===== config.mk =====
export PLATFORM = sky130hd
export DESIGN_NAME = matrix_keypad_scan_debounce_unit
export DESIGN_NICKNAME = d
export VERILOG_FILES = /design/src/rtl/kpsd_pkg.sv /design/src/rtl/kpsd_queue.sv /design/src/rtl/kpsd_front.sv /design/src/rtl/kpsd_back.sv /design/src/rtl/matrix_keypad_scan_debounce_unit.sv
export SDC_FILE = /design/constraint.sdc
export NUM_CORES = 1
export LEC_CHECK = 0
export ABC_AREA = 1
export BUFFER_PORTS_ARGS = -buffer_cell sky130_fd_sc_hd__buf_4
export CAP_MARGIN = 20
export CORE_MARGIN = 2
export CORE_UTILIZATION = 30
export CTS_BUF_LIST = sky130_fd_sc_hd__clkbuf_16
export DETAILED_ROUTE_END_ITERATION = 6
export HOLD_SLACK_MARGIN = 0.03
export PLACE_DENSITY_LB_ADDON = 0.2
export SETUP_SLACK_MARGIN = 0.1
export SLEW_MARGIN = 15
export SYNTH_ARGS = -nofsm -noshare
export SYNTH_HDL_FRONTEND = slang
export SYNTH_SLANG_ARGS = --single-unit

===== constraint.sdc =====
create_clock -name clk -period 7.1 [get_ports clk]
set_input_delay 0.71 -clock clk [delete_from_list [all_inputs] [get_ports clk]]
set_output_delay 0.71 -clock clk [all_outputs]
set_load 0.01 [all_outputs]

===== src/rtl/kpsd_pkg.sv =====
// Types and constants shared by the keypad scanner modules
`timescale 1ns / 1ps

package kpsd_pkg;

	localparam int unsigned ROWS = 4;
	localparam int unsigned COLS = 4;

	localparam logic [63:0] CODE_MAP_LOW_RST  = 64'd2681389126241169969;
	localparam logic [63:0] CODE_MAP_HIGH_RST = 64'd2813935235823646775;

	// Configuration register indexes
	typedef enum logic [1:0] {
		CFG_CODE_MAP_LOW  = 2'd0,
		CFG_CODE_MAP_HIGH = 2'd1
	} cfg_index_t;

	// One classified scan tick, handed from front to back
	typedef struct packed {
		logic [3:0] drive;
		logic [3:0] press;
		logic [1:0] row;
	} tick_t;

endpackage


===== src/rtl/kpsd_queue.sv =====
// Small first-in first-out queue between the front and back parts
`timescale 1ns / 1ps

module kpsd_queue #(
	parameter int unsigned WIDTH = 10,
	parameter int unsigned DEPTH = 2
) (
	input  logic             clk,
	input  logic             arst_n,
	input  logic             push,
	input  logic [WIDTH-1:0] push_data,
	output logic             full,
	input  logic             pop,
	output logic [WIDTH-1:0] head,
	output logic             not_empty
);

	localparam int unsigned PW = (DEPTH > 1) ? $clog2(DEPTH) : 1;
	localparam int unsigned CW = $clog2(DEPTH + 1);
	localparam logic [CW-1:0] DEPTH_C = CW'(DEPTH);
	localparam logic [PW-1:0] LAST_C  = PW'(DEPTH - 1);

	logic [WIDTH-1:0] mem_q [DEPTH];
	logic [PW-1:0]    wr_ptr_q;
	logic [PW-1:0]    rd_ptr_q;
	logic [CW-1:0]    count_q;
	logic             do_push;
	logic             do_pop;

	assign full      = (count_q == DEPTH_C);
	assign not_empty = (count_q != '0);
	assign head      = mem_q[rd_ptr_q];
	assign do_push   = push && !full;
	assign do_pop    = pop && not_empty;

	// Store the incoming item
	always_ff @(posedge clk) begin
		if (do_push) begin
			mem_q[wr_ptr_q] <= push_data;
		end
	end

	// Advance pointers and occupancy
	always_ff @(posedge clk or negedge arst_n) begin
		if (!arst_n) begin
			wr_ptr_q <= '0;
			rd_ptr_q <= '0;
			count_q  <= '0;
		end else begin
			if (do_push) begin
				wr_ptr_q <= (wr_ptr_q == LAST_C) ? '0 : wr_ptr_q + 1'b1;
			end
			if (do_pop) begin
				rd_ptr_q <= (rd_ptr_q == LAST_C) ? '0 : rd_ptr_q + 1'b1;
			end
			if (do_push && !do_pop) begin
				count_q <= count_q + 1'b1;
			end else if (do_pop && !do_push) begin
				count_q <= count_q - 1'b1;
			end
		end
	end

endmodule


===== src/rtl/kpsd_front.sv =====
// Front part: takes scan ticks, updates key histories and finds new presses
`timescale 1ns / 1ps

module kpsd_front #(
	parameter int unsigned DEBOUNCE_SAMPLES = 4
) (
	input  logic          clk,
	input  logic          arst_n,
	input  logic          in_valid,
	output logic          in_ready,
	input  logic [3:0]    column_lines,
	input  logic          q_full,
	output logic          q_push,
	output kpsd_pkg::tick_t q_data
);

	import kpsd_pkg::*;

	localparam int unsigned N = DEBOUNCE_SAMPLES;

	logic [1:0]   scan_row_q;
	logic [N-1:0] hist_q [ROWS][COLS];
	logic         rel_q  [ROWS][COLS];

	logic [N-1:0] hist_d [COLS];
	logic         rel_d  [COLS];
	logic [3:0]   press;
	logic [1:0]   next_row;
	logic         take;

	assign in_ready = !q_full;
	assign take     = in_valid && !q_full;
	assign next_row = scan_row_q + 2'd1;

	// Shift in the new column samples and classify each key of the row
	always_comb begin
		for (int c = 0; c < COLS; c++) begin
			hist_d[c] = {hist_q[scan_row_q][c][N-2:0], column_lines[c]};
			rel_d[c]  = rel_q[scan_row_q][c];
			press[c]  = 1'b0;
			if (hist_d[c] == '0) begin
				press[c] = rel_q[scan_row_q][c];
				rel_d[c] = 1'b0;
			end else if (hist_d[c] == '1) begin
				rel_d[c] = 1'b1;
			end
		end
	end

	assign q_push     = take;
	assign q_data.row   = scan_row_q;
	assign q_data.press = press;
	assign q_data.drive = ~(4'b0001 << next_row);

	// Commit the row state and advance the row pointer
	always_ff @(posedge clk or negedge arst_n) begin
		if (!arst_n) begin
			scan_row_q <= '0;
			for (int r = 0; r < ROWS; r++) begin
				for (int c = 0; c < COLS; c++) begin
					hist_q[r][c] <= '1;
					rel_q[r][c]  <= 1'b1;
				end
			end
		end else if (take) begin
			scan_row_q <= next_row;
			for (int c = 0; c < COLS; c++) begin
				hist_q[scan_row_q][c] <= hist_d[c];
				rel_q[scan_row_q][c]  <= rel_d[c];
			end
		end
	end

endmodule


===== src/rtl/kpsd_back.sv =====
// Back part: turns each classified tick into one result per press, or one empty result if it has none
`timescale 1ns / 1ps

module kpsd_back (
	input  logic            clk,
	input  logic            arst_n,
	input  logic            q_not_empty,
	input  kpsd_pkg::tick_t q_head,
	output logic            q_pop,
	input  logic [63:0]     code_map_low,
	input  logic [63:0]     code_map_high,
	output logic            out_valid,
	input  logic            out_ready,
	output logic [3:0]      row_drive,
	output logic            press_valid,
	output logic [3:0]      key_index,
	output logic [7:0]      key_code,
	output logic            last_result
);

	import kpsd_pkg::*;

	logic       active_q;
	logic [3:0] rem_q;
	logic [3:0] drive_q;
	logic [1:0] row_q;

	logic       out_valid_q;
	logic [3:0] row_drive_q;
	logic       press_valid_q;
	logic [3:0] key_index_q;
	logic [7:0] key_code_q;
	logic       last_result_q;

	logic [3:0]  src_mask;
	logic [3:0]  src_drive;
	logic [1:0]  src_row;
	logic        have;
	logic        advance;
	logic [1:0]  col;
	logic [3:0]  low_bit;
	logic [3:0]  rem_d;
	logic        last;
	logic [3:0]  idx;
	logic [63:0] word;
	logic [7:0]  code;

	// Work from the held tick, or straight from the queue head
	assign src_mask  = active_q ? rem_q   : q_head.press;
	assign src_drive = active_q ? drive_q : q_head.drive;
	assign src_row   = active_q ? row_q   : q_head.row;
	assign have      = active_q || q_not_empty;
	assign advance   = have && (!out_valid_q || out_ready);
	assign q_pop     = advance && !active_q;

	// Pick the lowest remaining press column
	always_comb begin
		col     = 2'd0;
		low_bit = 4'b0000;
		for (int c = 3; c >= 0; c--) begin
			if (src_mask[c]) begin
				col     = 2'(c);
				low_bit = 4'b0001 << c;
			end
		end
	end

	assign rem_d = src_mask & ~low_bit;
	assign last  = (rem_d == 4'b0000);
	assign idx   = {src_row, col};
	assign word  = idx[3] ? code_map_high : code_map_low;
	assign code  = word[{idx[2:0], 3'b000} +: 8];

	// Hold the tick between results
	always_ff @(posedge clk or negedge arst_n) begin
		if (!arst_n) begin
			active_q <= 1'b0;
		end else if (advance) begin
			active_q <= !last;
		end
	end

	always_ff @(posedge clk) begin
		if (advance) begin
			rem_q   <= rem_d;
			drive_q <= src_drive;
			row_q   <= src_row;
		end
	end

	// Output register
	always_ff @(posedge clk or negedge arst_n) begin
		if (!arst_n) begin
			out_valid_q <= 1'b0;
		end else if (advance) begin
			out_valid_q <= 1'b1;
		end else if (out_ready) begin
			out_valid_q <= 1'b0;
		end
	end

	always_ff @(posedge clk) begin
		if (advance) begin
			row_drive_q   <= src_drive;
			press_valid_q <= (src_mask != 4'b0000);
			key_index_q   <= (src_mask != 4'b0000) ? idx  : 4'd0;
			key_code_q    <= (src_mask != 4'b0000) ? code : 8'd0;
			last_result_q <= last;
		end
	end

	assign out_valid   = out_valid_q;
	assign row_drive   = row_drive_q;
	assign press_valid = press_valid_q;
	assign key_index   = key_index_q;
	assign key_code    = key_code_q;
	assign last_result = last_result_q;

endmodule


===== src/rtl/matrix_keypad_scan_debounce_unit.sv =====
// Top level of the 4x4 keypad scanner with per-key debounce
//
// Input channel: one item per scan tick carries column_lines, the four
// column samples of the row currently driven low (0 = key closed).
// Output channel: one item per new debounced press of that row, in column
// order, with key_index and key_code from the code map; a tick with no new
// press yields a single item with press_valid low. Every item carries the
// row_drive pattern for the next row; last_result marks a tick's final item.
// Configuration: cfg_we writes cfg_data to code_map_low (index 0) or
// code_map_high (index 1); other indexes are ignored. Write only when idle.
// The first result of a tick passes through the queue and then the output register.
// Throughput: the front takes one tick per cycle while its two-entry queue
// has room; the back emits one result per cycle while out_ready allows, so
// a tick yields max(1, presses) results, at most four.
// Reset: row pointer to row 0, all histories to all ones, all keys released,
// code maps to their default values, queue and output emptied.
// Stall: results hold on the output while out_ready is low; the queue then
// fills and in_ready falls.
`timescale 1ns / 1ps

module matrix_keypad_scan_debounce_unit #(
	parameter int unsigned DEBOUNCE_SAMPLES = 4
) (
	input  logic        clk,
	input  logic        arst_n,
	input  logic        cfg_we,
	input  logic [1:0]  cfg_index,
	input  logic [63:0] cfg_data,
	input  logic        in_valid,
	output logic        in_ready,
	input  logic [3:0]  column_lines,
	output logic        out_valid,
	input  logic        out_ready,
	output logic [3:0]  row_drive,
	output logic        press_valid,
	output logic [3:0]  key_index,
	output logic [7:0]  key_code,
	output logic        last_result
);

	import kpsd_pkg::*;

	logic [63:0] code_map_low_q;
	logic [63:0] code_map_high_q;
	logic        q_push;
	logic        q_full;
	logic        q_pop;
	logic        q_not_empty;
	tick_t       q_in;
	tick_t       q_head;

	// Code map registers
	always_ff @(posedge clk or negedge arst_n) begin
		if (!arst_n) begin
			code_map_low_q  <= CODE_MAP_LOW_RST;
			code_map_high_q <= CODE_MAP_HIGH_RST;
		end else if (cfg_we) begin
			unique case (cfg_index_t'(cfg_index))
				CFG_CODE_MAP_LOW:  code_map_low_q  <= cfg_data;
				CFG_CODE_MAP_HIGH: code_map_high_q <= cfg_data;
				default: ;
			endcase
		end
	end

	kpsd_front #(
		.DEBOUNCE_SAMPLES(DEBOUNCE_SAMPLES)
	) u_front (
		.clk          (clk),
		.arst_n       (arst_n),
		.in_valid     (in_valid),
		.in_ready     (in_ready),
		.column_lines (column_lines),
		.q_full       (q_full),
		.q_push       (q_push),
		.q_data       (q_in)
	);

	kpsd_queue #(
		.WIDTH ($bits(tick_t)),
		.DEPTH (2)
	) u_queue (
		.clk       (clk),
		.arst_n    (arst_n),
		.push      (q_push),
		.push_data (q_in),
		.full      (q_full),
		.pop       (q_pop),
		.head      (q_head),
		.not_empty (q_not_empty)
	);

	kpsd_back u_back (
		.clk           (clk),
		.arst_n        (arst_n),
		.q_not_empty   (q_not_empty),
		.q_head        (q_head),
		.q_pop         (q_pop),
		.code_map_low  (code_map_low_q),
		.code_map_high (code_map_high_q),
		.out_valid     (out_valid),
		.out_ready     (out_ready),
		.row_drive     (row_drive),
		.press_valid   (press_valid),
		.key_index     (key_index),
		.key_code      (key_code),
		.last_result   (last_result)
	);

endmodule


# Word-level counts from Yosys, hierarchy flattened
# Memories as Yosys holds them, arrays and structs flattened.
# Index checks and enable logic that the tools add are counted.
# word_totals
memories	1
input_bits	75
mem_bits_rw	20
wordCells	159
ff_bits	240
output_inout_bits	20
# memory_table
name	depth	width	rd	rd_clocked_by_memory_dff	write_ports	line	source
u_queue.mem_q	2	10	1	0	1	kpsd_queue.sv:23	logic [WIDTH-1:0] mem_q [DEPTH];
# op_classes
n_mux	62
n_eq_ne	6
order_cmp	2
n_shift	2
n_addsub	5
reduce_logical	29
bitwise_logic	5
# op_table
cell	count
64-bit bitwise mux	4
16-bit demux with 2-bit select	4
16-bit bitwise mux	4
64-bit 2-to-1 mux	1
64-bit by 7-bit variable part select with 8-bit output	1
4-bit 2-to-1 mux	10
16-bit binary-select mux with 2-bit select	1
4-bit demux with 2-bit select	4
15-bit 2-to-1 mux	2
4-bit zero test	5
1-bit 2-to-1 mux	19
4-bit == test, second input constant	4
16-bit 2-to-1 mux	1
2-bit 2-to-1 mux	8
12-bit 2-to-1 mux	1
4-bit binary-select mux with 2-bit select	1
1-bit logical AND	8
8-bit 2-to-1 mux	1
4-bit NOT	2
1-bit zero test	6
2-bit AND reduction	3
2-bit nonzero test	3
2-bit by 1-bit adder with 2-bit output, second input constant	2
4-bit AND	1
other kinds (13)	15

# Depth between registers and ports, before layout
# Gate-level depths: netlist of the first run.
# logic_depth
depth_word	11
depth_mapped	14
ltp_nobuf	12

# Modules after synthesis
# From an unflattened synthesis of the first run, not the netlist that was laid out.
# hier_totals
hier_cells	1537
area_unflattened_um2	12346.8
# modules_own_cells
module	cells_each	seq_area_each_um2	area_each_um2	n_inst
matrix_keypad_scan_debounce_unit	563	3270.6	5237.5	1
kpsd_front	400	1731.7	3343.2	1
kpsd_back	490	740.7	2793.9	1
kpsd_queue	84	700.7	972.2	1

# Worst setup path after synthesis of the first run
# No wires, ideal clock.
# synth_path
path_type	input to register
from	input out_ready
to	register u_queue.count_q[1]
cell_stages	7
setup_time_ns	0.131
t_arrival_ns	2.826
setup_slack_ns	4.143
path_buffers	0
required_time_ns	6.969
cell_sequence	nor2_1 -> a31oi_1 -> nand2_1 -> ha_1 -> a21oi_1 -> o21ai_0 -> xor2_1
# synth_via
elab_chain_cells	7
elab_cells_between_ends	9
cone_classes	mux: 1; reduce/logical: 8
# synth_lines
element	line	source
from (decl)	matrix_keypad_scan_debounce_unit.sv:33	input logic out_ready,
1-bit logical OR (*)	kpsd_back.sv:53	assign advance = have && (!out_valid_q || out_ready);
1-bit logical AND (*)	kpsd_back.sv:53	
via u_back.advance	kpsd_back.sv:39	logic advance;
1-bit logical AND (*)	kpsd_back.sv:54	assign q_pop = advance && !active_q;
1-bit logical AND (*)	kpsd_queue.sv:34	assign do_pop = pop && not_empty;
1-bit zero test	kpsd_queue.sv:56	if (do_push && !do_pop) begin
1-bit logical AND	kpsd_queue.sv:56	
2-bit 2-to-1 mux or 2-bit nonzero test (tied branches)	-	
to (signal assigned)	kpsd_queue.sv:57	count_q <= count_q + 1'b1;
to (signal assigned)	kpsd_queue.sv:59	count_q <= count_q - 1'b1;
to (decl)	kpsd_queue.sv:26	logic [CW-1:0] count_q;
# The timed path passes the listed nets; every way through them passes the cells marked *.
# A chain may end at the register's enable or synchronous reset.

# Worst setup path after layout of the first run
# layout_path
from	register u_queue.rd_ptr_q
to	register u_back.key_code_q[5], in the netlist u_back.key_code[5], data pin
# layout_via
elab_chain_cells	7
elab_cells_between_ends	10
cone_classes	shift: 1; mux: 7; reduce/logical: 1; memory: 1
# layout_lines
element	line	source
from (decl)	kpsd_queue.sv:25	logic [PW-1:0] rd_ptr_q;
from (signal assigned)	kpsd_queue.sv:54	rd_ptr_q <= (rd_ptr_q == LAST_C) ? '0 : rd_ptr_q + 1'b1;
memory read 2 x 10 bit (*)	-	
4-bit 2-to-1 mux	kpsd_back.sv:49	assign src_mask = active_q ? rem_q : q_head.press;
2-bit 2-to-1 mux (4 in a row)	kpsd_back.sv:61	if (src_mask[c]) begin
64-bit by 7-bit variable part select with 8-bit output	kpsd_back.sv:72	assign code = word[{idx[2:0], 3'b000} +: 8];
to (signal assigned)	kpsd_back.sv:107	key_code_q <= (src_mask != 4'b0000) ? code : 8'd0;
to (decl)	kpsd_back.sv:32	logic [7:0] key_code_q;
# Every way passes the cells marked *; elsewhere a longest branch is shown, timed or not.

==> results of run 1 <==
## state kept, by name, indices dropped and copies added (netlist names), 2 cells and up
register and count:
code_map_high_q 64, code_map_low_q 64, u_back.key_code 8, u_back.key_index 4, u_back.rem_q 3, u_back.row_drive 4, u_back.row_q 2, u_front.hist_q 48
u_front.rel_q 16, u_front.scan_row_q 2, u_queue.count_q 2, u_queue.mem_q 20
## how the worst max path moves through the flow
stage / cells after the start / end / slack, ns
2_1_floorplan: 7 / u_queue.count_q[1]$_DFFE_PN0P_ / 4.14
3_3_place_gp: 12 / u_back.key_code[4]$_SDFFCE_PN0N_ / 3.85
3_5_place_dp: 12 / u_back.key_code[4]$_SDFFCE_PN0N_ / 3.95
4_1_cts: 12 / u_back.key_code[4]$_SDFFCE_PN0N_ / 3.92
5_1_grt: 12 / u_back.key_code[2]$_SDFFCE_PN0N_ / 3.63
6_report: 12 / u_back.key_code[5]$_SDFFCE_PN0N_ / 3.99
## kinds of logic after synthesis
kind of cell | Yosys count | synth area share, %
AOI/OAI and AO/OA | 226 | 10.1
xor gates and xnor gates | 4 | 0.300
adders and majority gates | 9 | 0.965
buffers and inverters | 259 | 8.76
DFF | 243 | 55.2
and+or+nand+nor | 696 | 24.7
## routing by layer
metal	share of wire, %	track usage [%]	wire [µm]	vias up
li1	-	-	-	4647
met1	51	23.1	15800	4410
met2	43	23.6	13200	172
met3	3.9	2.25	1210	41
met4	2.4	4.10	732	0
met5	0	0	0	-
## synthesized netlist by cell type (all sizes together)
library cell    n  area [µm²]
nand2         509        1920
o21ai         209        1060
inv           179         672
nand3         120         601
dfstp         118        3100
dfrtp          82        2050
clkbuf         51         191
edfxtp         43        1290
nor2           36         138
buf            28         155
nand3b         23         173
a21oi          12        71.3
ha              9         113
nand4           5        31.3
or2             3        18.8
xor2            3        26.3
o22a            2        17.5
a31oi           1        6.26
a32o            1        10.0
clkinv          1        3.75
o211ai          1        7.51
xnor2           1        8.76
## per-stage QoR
| step | hold WS (ns) | std cells | area (µm²) | power, mW | utilization (%) |
|---|---|---|---|---|---|
| floorplan | 0.414 | 1437 | 11700 | 4.12 | - |
| global placement | 0.459 | 1982 | 12800 | 4.93 | 33.2 |
| detailed placement | 0.457 | 1982 | 12800 | 4.96 | 33.2 |
| CTS | 0.200 | 2035 | 13800 | 6.54 | 35.7 |
| global route | 0.220 | 2036 | 13800 | 7.01 | 35.8 |
| finish | 0.183 | 2036 | 13800 | 6.45 | 35.8 |
## cell type report
type,count,area (µm²)
clock inverter,24,263
inverter,180,676
sequential,243,6440
tap,518,648
clock buffer,29,726
fill,4139,24800
timing repair buffer,107,817
multi-input combinational,935,4220
## report_power, final
part	total [mW]	leakage [nW]	internal, mW	switching [mW]
combinational	2.67	3.48	0.822	1.85
clock	1.55	0.504	0.956	0.591
sequential	2.23	2.66	2.04	0.195
## critical path: stages (launching register included)
cell	delay, ns
dfrtp_1	0.52
inv_2	0.27
nand2_1	0.08
nand3_1	0.07
buf_4	0.42
nand2_2	0.37
buf_4	0.42
o21ai_1	0.29
nand2_1	0.09
nand3_1	0.10
nand2_1	0.07
nand2_1	0.07
nand2_1	0.05
==> flow_metrics.tcl, run 1 <==
set metrics [dict create \
    rr_endpoint "u_back.key_code[5]$_SDFFCE_PN0N_" \
    layout.nets 1580 \
    crit_type "reg2reg" \
    cts_tree "yes" \
    die-area_mm2 0.0405 \
    relSlewSlack_pct 29.6 \
    htree_levels 1 \
    cts.clk_slew.worst_paths_ns 0.06 \
    finalSetupViolations 0 \
    fin_crit_sh_pct 43.8 \
    grt_max_degree 110 \
    preCtsSetupSlack_ns 3.95 \
    crit_path_start_kind "flop" \
    end_kind "flop" \
    max-clock-path-buffers 3 \
    clock_latency_ns 0.54 \
    drive_above_1_share_pct 19.1 \
    vias 9270 \
    hold_class "in2async" \
    syn_avg_cell_area_um2 8.12 \
    critPathMaxFanout 40 \
    die_y_um 201 \
    cp-startpoint "u_queue.rd_ptr_q$_DFFE_PN0P_" \
    rsz0062_at_grt "no" \
    fin_crit_ns 3.11 \
    drt_first_pass_iters 5 \
    drcViolationCount 0 \
    cts_setup_buffers 0 \
    vias_per_cell 4.55 \
    worstReg2RegStart "u_queue.rd_ptr_q$_DFFE_PN0P_" \
    r2r_slack_ns 3.99 \
    antenna_cells 0 \
    ff2ff_path_depth 12 \
    dp_hpwl_um 19400 \
    clock_sinks 243 \
    holdBufCountCts 0 \
    ctsResizeCount 0 \
    synth_seq_area_share_pct 55.2 \
    gr-total-overflow 0 \
    layout_common_cells "nand2_1, o21ai_0, inv_1" \
    outcome "complete, no violations" \
    p_per_area_mw_per_mm2 467 \
    critPathRequiredTime_ns 7.40 \
    netlist_instances 1437 \
    synth_seq_cells 243 \
    drv_slew 0 \
    drt_iter0_drc 569 \
    grt_pass1_wl_um 50900 \
    area_delta_synth_final_pct 18.2 \
    post_drt_wl_per_cell_um 15.2 \
    ys_warn_count 0 \
    synth_cell_type_count 33 \
    gr-usage-all-layers_pct 15.6 \
    cts_buffers 29 \
    fin_tns_setup_ns 0 \
    worst_slack_ns 3.99 \
    max_freq_mhz 321 \
    vdd_ir_drop_max_mv 0.229 \
    antenna_found_initial 0 \
    std_cell_rows 72 \
    clock_skew_ns 0.00770 \
    grt_pass1_vias 9087 \
    hold_viol_final 0 \
    port_buffers 94 \
    final_common_cell "nand2_1" \
    routed_wl_um 30900 \
    dieWidth_um 201 \
    initial_core_util_pct 30.3 \
    io_pins 95 \
    cts-root-buf "clkbuf_16" \
    syn_area_mm2 0.0117 \
    worst_pin_slew_ns 1.06 \
    syn_nets 1521 \
    core_region_area_mm2 0.0386 \
    gp_congestion 0.761 \
    cap_violations 0 \
    final_antenna_net_count 0 \
    critPathArrivalTime_ns 3.41 \
    power_leakage_nw 6.65 \
]
Note: power is estimated with default switching activity, not from simulation.
==> run 2: changes to the inputs <==
clock period = 2.75 ns   (was 7.1 ns; I/O delays follow)
==> flow_metrics.tcl, run 2 (same netlist as run 1, synthesis figures left out) <==
set metrics [dict create \
    htree_levels 1 \
    drv_slew 0 \
    cts.clk_slew.worst_paths_ns 0.06 \
    final_antenna_net_count 0 \
    p_per_area_mw_per_mm2 1150 \
    grt_pass1_wl_um 52100 \
    cts_buffers 29 \
    cts-root-buf "clkbuf_16" \
    worst_pin_slew_ns 0.802 \
    routed_wl_um 31400 \
    grt_pass1_vias 9348 \
    cap_violations 0 \
    clock_latency_ns 0.55 \
    antenna_found_initial 0 \
    vias 9470 \
    worstPathCellList "inv_2, nand2_1, nand3_1, nand2_2, nand2_1, nand2_2, nand2_2, nand2_1, nand3_1, nand2_1, nand2_1, nand2_1" \
    layout_common_cells "nand2_1, o21ai_0, inv_1" \
    area_delta_synth_final_pct 23.9 \
    initial_core_util_pct 30.3 \
    fin_cells 2105 \
    critPathRequiredTime_ns 3.05 \
    met3_length_um 1390 \
    layout.nets 1649 \
    vdd_ir_drop_max_mv 0.812 \
    finalSetupViolations 0 \
    crit_path_start_kind "flop" \
    die_y_um 201 \
    relSlewSlack_pct 46.3 \
    cts_setup_buffers 0 \
    gp_congestion 0.808 \
    end_kind "flop" \
    max-clock-path-buffers 3 \
    drt_first_pass_iters 7 \
    dp.cells 1994 \
    io_pins 95 \
    dieWidth_um 201 \
    dp_hpwl_um 19800 \
    gr-usage-all-layers_pct 15.8 \
    core_region_area_mm2 0.0386 \
    final_common_cell "nand2_1" \
    largest_registers "code_map_high_q: 64 flops, code_map_low_q: 64 flops, u_front.hist_q: 48 flops" \
    gr-total-overflow 0 \
    crit_type "reg2reg" \
    clock_skew_ns 0.0121 \
    fin_crit_sh_pct 85.1 \
    cpPeakStageDelay_ns 0.50 \
    outcome "complete, no violations" \
    critPathArrivalTime_ns 2.64 \
    max_freq_mhz 428 \
    post_drt_wl_per_cell_um 14.9 \
    hold_class "in2reg" \
    drcViolationCount 0 \
    fin_crit_ns 2.34 \
    antenna_cells 0 \
    clock_sinks 243 \
    rsz0062_at_grt "no" \
    crit_path_frequent_cell "nand2_1" \
    wl_met1_um 15600 \
    power_leakage_nw 6.93 \
    highest_layer "met4" \
    crit_buf_inv 1 \
    cp_top_family "simple AND/OR/NAND/NOR gates" \
    drive_above_1_share_pct 19.0 \
    port_buffers 94 \
    vias_per_cell 4.50 \
    fin_tns_setup_ns 0 \
    cp_slowest_cell "dfrtp_1" \
    grt_max_degree 129 \
    cts_tree "yes" \
    hold_viol_final 0 \
    critPathMaxFanout 33 \
    wl_met2_um 13800 \
    die-area_mm2 0.0405 \
    std_cell_rows 72 \
    drt_iter0_drc 543 \
]
-- run 2: changes by cell type in the layout (fill, tap and decap cells not counted), sizes merged --
cell / previous run / this run
clkbuf: 30 / 31
buf: 106 / 117
clkinvlp: 0 / 2
inv: 184 / 182
bufinv: 6 / 3
dlygate4sd3: 0 / 58
clkinv: 14 / 16
-- run 2: metrics by stage --
step | setup WS [ns] | hold WS, ns | total power [mW] | instance area (µm²) | utilization, %
after global placement | 0.437 | 0.328 | 12.8 | 12900 | 33.6
after CTS | 0.325 | 0.0336 | 16.8 | 14500 | 37.5
after global routing | 0.129 | 0.0423 | 18.1 | 14500 | 37.5
after floorplan | 0.455 | -0.0206 | 10.7 | 11700 | -
final | 0.411 | 0.0365 | 16.6 | 14500 | 37.5
after detailed placement | 0.341 | 0.331 | 12.9 | 12900 | 33.6
-- run 2: area by class of cell --
class	count	area [µm²]
clock buffer	30	751
clock inverter	23	185
fill	4060	24100
inverter	180	676
multi-input combinational	935	4220
sequential	243	6440
tap	518	648
timing repair buffer	176	1540
-- run 2: worst register-to-register path, delay by kind of cell, from the launching register on --
kind | cells | cell delay [ns]
flip-flops | 1 | 0.50
buffers and inverters | 1 | 0.25
AND/OR/NAND/NOR | 11 | 1.33
-- run 2: worst paths after layout --
| path | startpoint | endpoint | slack, ns | depth (start not counted) |
|---|---|---|---|---|
| worst max register to register | u_queue.rd_ptr_q$_DFFE_PN0P_ | u_back.key_code[7]$_SDFFCE_PN0N_ | 0.41 | 12 |
| worst min-delay path | cfg_data[40] | code_map_high_q[40]$_DFFE_PN1P_ | 0.04 | 3 |
| worst max-delay path | u_queue.rd_ptr_q$_DFFE_PN0P_ | u_back.key_code[7]$_SDFFCE_PN0N_ | 0.41 | 12 |
| worst min register to register | u_front.rel_q[4]$_DFFE_PN1P_ | u_front.rel_q[4]$_DFFE_PN1P_ | 0.47 | 2 |
| max in group asynchronous | arst_n | u_front.hist_q[62]$_DFFE_PN1P_ | 1.64 | 3 |
| min in group asynchronous | arst_n | code_map_low_q[43]$_DFFE_PN0P_ | 0.31 | 2 |
-- run 2: layer usage --
| metal | GRT usage, % | vias to the layer above |
|---|---|---|
| met3 | 2.41 | 37 |
| li1 | - | 4795 |
| met2 | 24.4 | 168 |
| met5 | 0 | - |
| met4 | 3.89 | 0 |
| met1 | 23.3 | 4470 |
-- run 2: report_power, final --
part / switching (mW) / leakage, nW / internal [mW]
sequential: 0.507 / 2.66 / 5.25
clock: 1.53 / 0.468 / 2.24
combinational: 4.77 / 3.80 / 2.30
-- run 2: repair_timing --
action / CTS / global route
hold endpoints to repair: 140 / 0
hold buffers: 58 / 0
resized for setup: 0 / 1
endpoints found under the setup margin: 0 / 8
==> run 3: changes to the inputs <==
--- a/config.mk
+++ b/config.mk
@@ -9,5 +9,5 @@
 export BUFFER_PORTS_ARGS = -buffer_cell sky130_fd_sc_hd__buf_4
 export CAP_MARGIN = 20
-export CORE_MARGIN = 2
+export CORE_MARGIN = 8
 export CORE_UTILIZATION = 30
 export CTS_BUF_LIST = sky130_fd_sc_hd__clkbuf_16
==> constraint.sdc (replaced) <==
create_clock -name clk -period 2.75 [get_ports clk]
set_input_delay 0.55 -clock clk [delete_from_list [all_inputs] [get_ports clk]]
set_output_delay 0.55 -clock clk [all_outputs]
set_load 0.01 [all_outputs]
==> flow_metrics.tcl, run 3 (same netlist as run 1, synthesis figures left out) <==
set metrics [dict create \
    crit_path_start_kind "flop" \
    antenna_cells 0 \
    end_kind "flop" \
    max_freq_mhz 428 \
    grt_pass1_vias 9323 \
    final_antenna_net_count 0 \
    die_y_um 213 \
    htree_levels 1 \
    drive_above_1_share_pct 19.7 \
    gr-usage-all-layers_pct 14.1 \
    gr-total-overflow 0 \
    clock_skew_ns 0.00831 \
    cp_slowest_cell "dfrtp_1" \
    worst_pin_slew_ns 0.660 \
    cap_violations 0 \
    grt_max_degree 129 \
    cp_top_family "simple AND/OR/NAND/NOR gates" \
    vias 9313 \
    crit_buf_inv 1 \
    fin_crit_sh_pct 85.0 \
    gp_congestion 0.809 \
    hold_viol_final 0 \
    rsz0062_at_grt "no" \
    layout.nets 1597 \
    grt_pass1_wl_um 51700 \
    ff2ff_path_depth 12 \
    dp.cells 2000 \
    seqCellArea_mm2 0.00644 \
    std_cell_rows 72 \
    dp_hpwl_um 21200 \
    port_buffers 94 \
    hold_class "in2async" \
    cts_tree "yes" \
    rr_endpoint "u_back.key_code[5]$_SDFFCE_PN0N_" \
    initial_core_util_pct 30.3 \
    drt_first_pass_iters 5 \
    cts_buffers 29 \
    crit_type "reg2reg" \
    worstPathCellList "inv_2, nand2_1, nand3_1, nand2_2, nand2_1, nand2_2, nand2_2, nand2_1, nand3_1, nand2_1, nand2_1, nand2_1" \
    critPathArrivalTime_ns 2.64 \
    clock_latency_ns 0.55 \
    p_per_area_mw_per_mm2 1180 \
    critPathRequiredTime_ns 3.05 \
    critPathMaxFanout 33 \
    drcViolationCount 0 \
    outcome "complete, no violations" \
    drv_slew 0 \
    crit_path_frequent_cell "nand2_1" \
    cts_setup_buffers 0 \
    relSlewSlack_pct 56.0 \
    ctsResizeCount 0 \
    cpPeakStageDelay_ns 0.50 \
    n_fill_cell 4086 \
    worstReg2RegStart "u_queue.rd_ptr_q$_DFFE_PN0P_" \
    routed_wl_um 31600 \
    final_common_cell "nand2_1" \
    drt_iter0_drc 555 \
    fin_tns_setup_ns 0 \
    finalPower_mw 16.3 \
    area_delta_synth_final_pct 18.8 \
    vdd_ir_drop_max_mv 0.540 \
    fin_cells 2054 \
    cts.clk_slew.worst_paths_ns 0.06 \
    die-area_mm2 0.0455 \
    cts-root-buf "clkbuf_16" \
    max-clock-path-buffers 3 \
    multi_input_area_mm2 0.00422 \
    post_drt_wl_per_cell_um 15.4 \
    layout_common_cells "nand2_1, o21ai_0, inv_1" \
    largest_registers "code_map_high_q: 64 flops, code_map_low_q: 64 flops, u_front.hist_q: 48 flops" \
    antenna_found_initial 0 \
    power_leakage_nw 6.69 \
    vias_per_cell 4.53 \
    fin_util_pct 36.0 \
    dieWidth_um 213 \
    holdBufCountCts 0 \
    clock_sinks 243 \
    core_region_area_mm2 0.0386 \
    io_pins 95 \
    fin_crit_ns 2.34 \
    r2r_slack_ns 0.41 \
    finalSetupViolations 0 \
]
[run 3: cell types whose count changed in the layout (fill, tap and decap cells not counted), moves of 2 or more]
cell	change
buf_4	+5
inv_1	+2
inv_6	+2
clkinv_1	+3
dlygate4sd3_1	-58
bufinv_16	-2
[run 3: worst reg2reg max path, cell delays in order, from the launching register on]
cell and delay [ns]:
dfrtp_1 0.50, inv_2 0.24, nand2_1 0.08, nand3_1 0.09
nand2_2 0.09, nand2_1 0.11, nand2_2 0.10, nand2_2 0.48
nand2_1 0.11, nand3_1 0.10, nand2_1 0.06, nand2_1 0.07
nand2_1 0.06
[run 3: power breakdown]
part,switching [mW],internal [mW],leakage [nW]
sequential,0.505,5.25,2.66
clock,1.49,2.00,0.444
combinational,4.78,2.27,3.59
[run 3: worst max path at each step]
stage                                             from                          endpoint  slack [ns]  cells past startpoint
after CTS                 u_queue.rd_ptr_q$_DFFE_PN0P_  u_back.key_code[4]$_SDFFCE_PN0N_        0.42                     12
after global routing      u_queue.rd_ptr_q$_DFFE_PN0P_  u_back.key_code[5]$_SDFFCE_PN0N_        0.13                     12
after global placement    u_queue.rd_ptr_q$_DFFE_PN0P_  u_back.key_code[5]$_SDFFCE_PN0N_        0.52                     12
after detailed placement  u_queue.rd_ptr_q$_DFFE_PN0P_  u_back.key_code[5]$_SDFFCE_PN0N_        0.43                     12
final                     u_queue.rd_ptr_q$_DFFE_PN0P_  u_back.key_code[5]$_SDFFCE_PN0N_        0.41                     12
after floorplan                              out_ready    u_queue.count_q[1]$_DFFE_PN0P_        0.42                      7
[run 3: final cells by class]
type / instances / area share (%)
Timing Repair Buffer: 124 / 7.30
Clock buffer: 29 / 5.23
Sequential cell: 243 / 46.5
Clock inverter: 25 / 1.01
Tap cell: 518 / 4.67
Inverter: 180 / 4.87
Multi-Input combinational cell: 935 / 30.4
[run 3: layer usage]
layer  vias up  global-route usage [%]  part of all wire (%)
met3        36                    2.45                   5.2
met1      4385                    19.9                    48
met4         0                    3.85                   2.0
li1       4687                       -                     -
met5         -                       0                     0
met2       205                    22.2                    45
[run 3: through the flow]
step | setup slack, ns | hold WS [ns] | cell area (µm²)
2_1_floorplan | 0.415 | 0.254 | 11700
3_3_place_gp | 0.524 | 0.457 | 13000
3_5_place_dp | 0.429 | 0.456 | 13000
4_1_cts | 0.417 | 0.0357 | 13900
5_1_grt | 0.131 | 0.0620 | 13900
6_report | 0.412 | 0.0305 | 13900
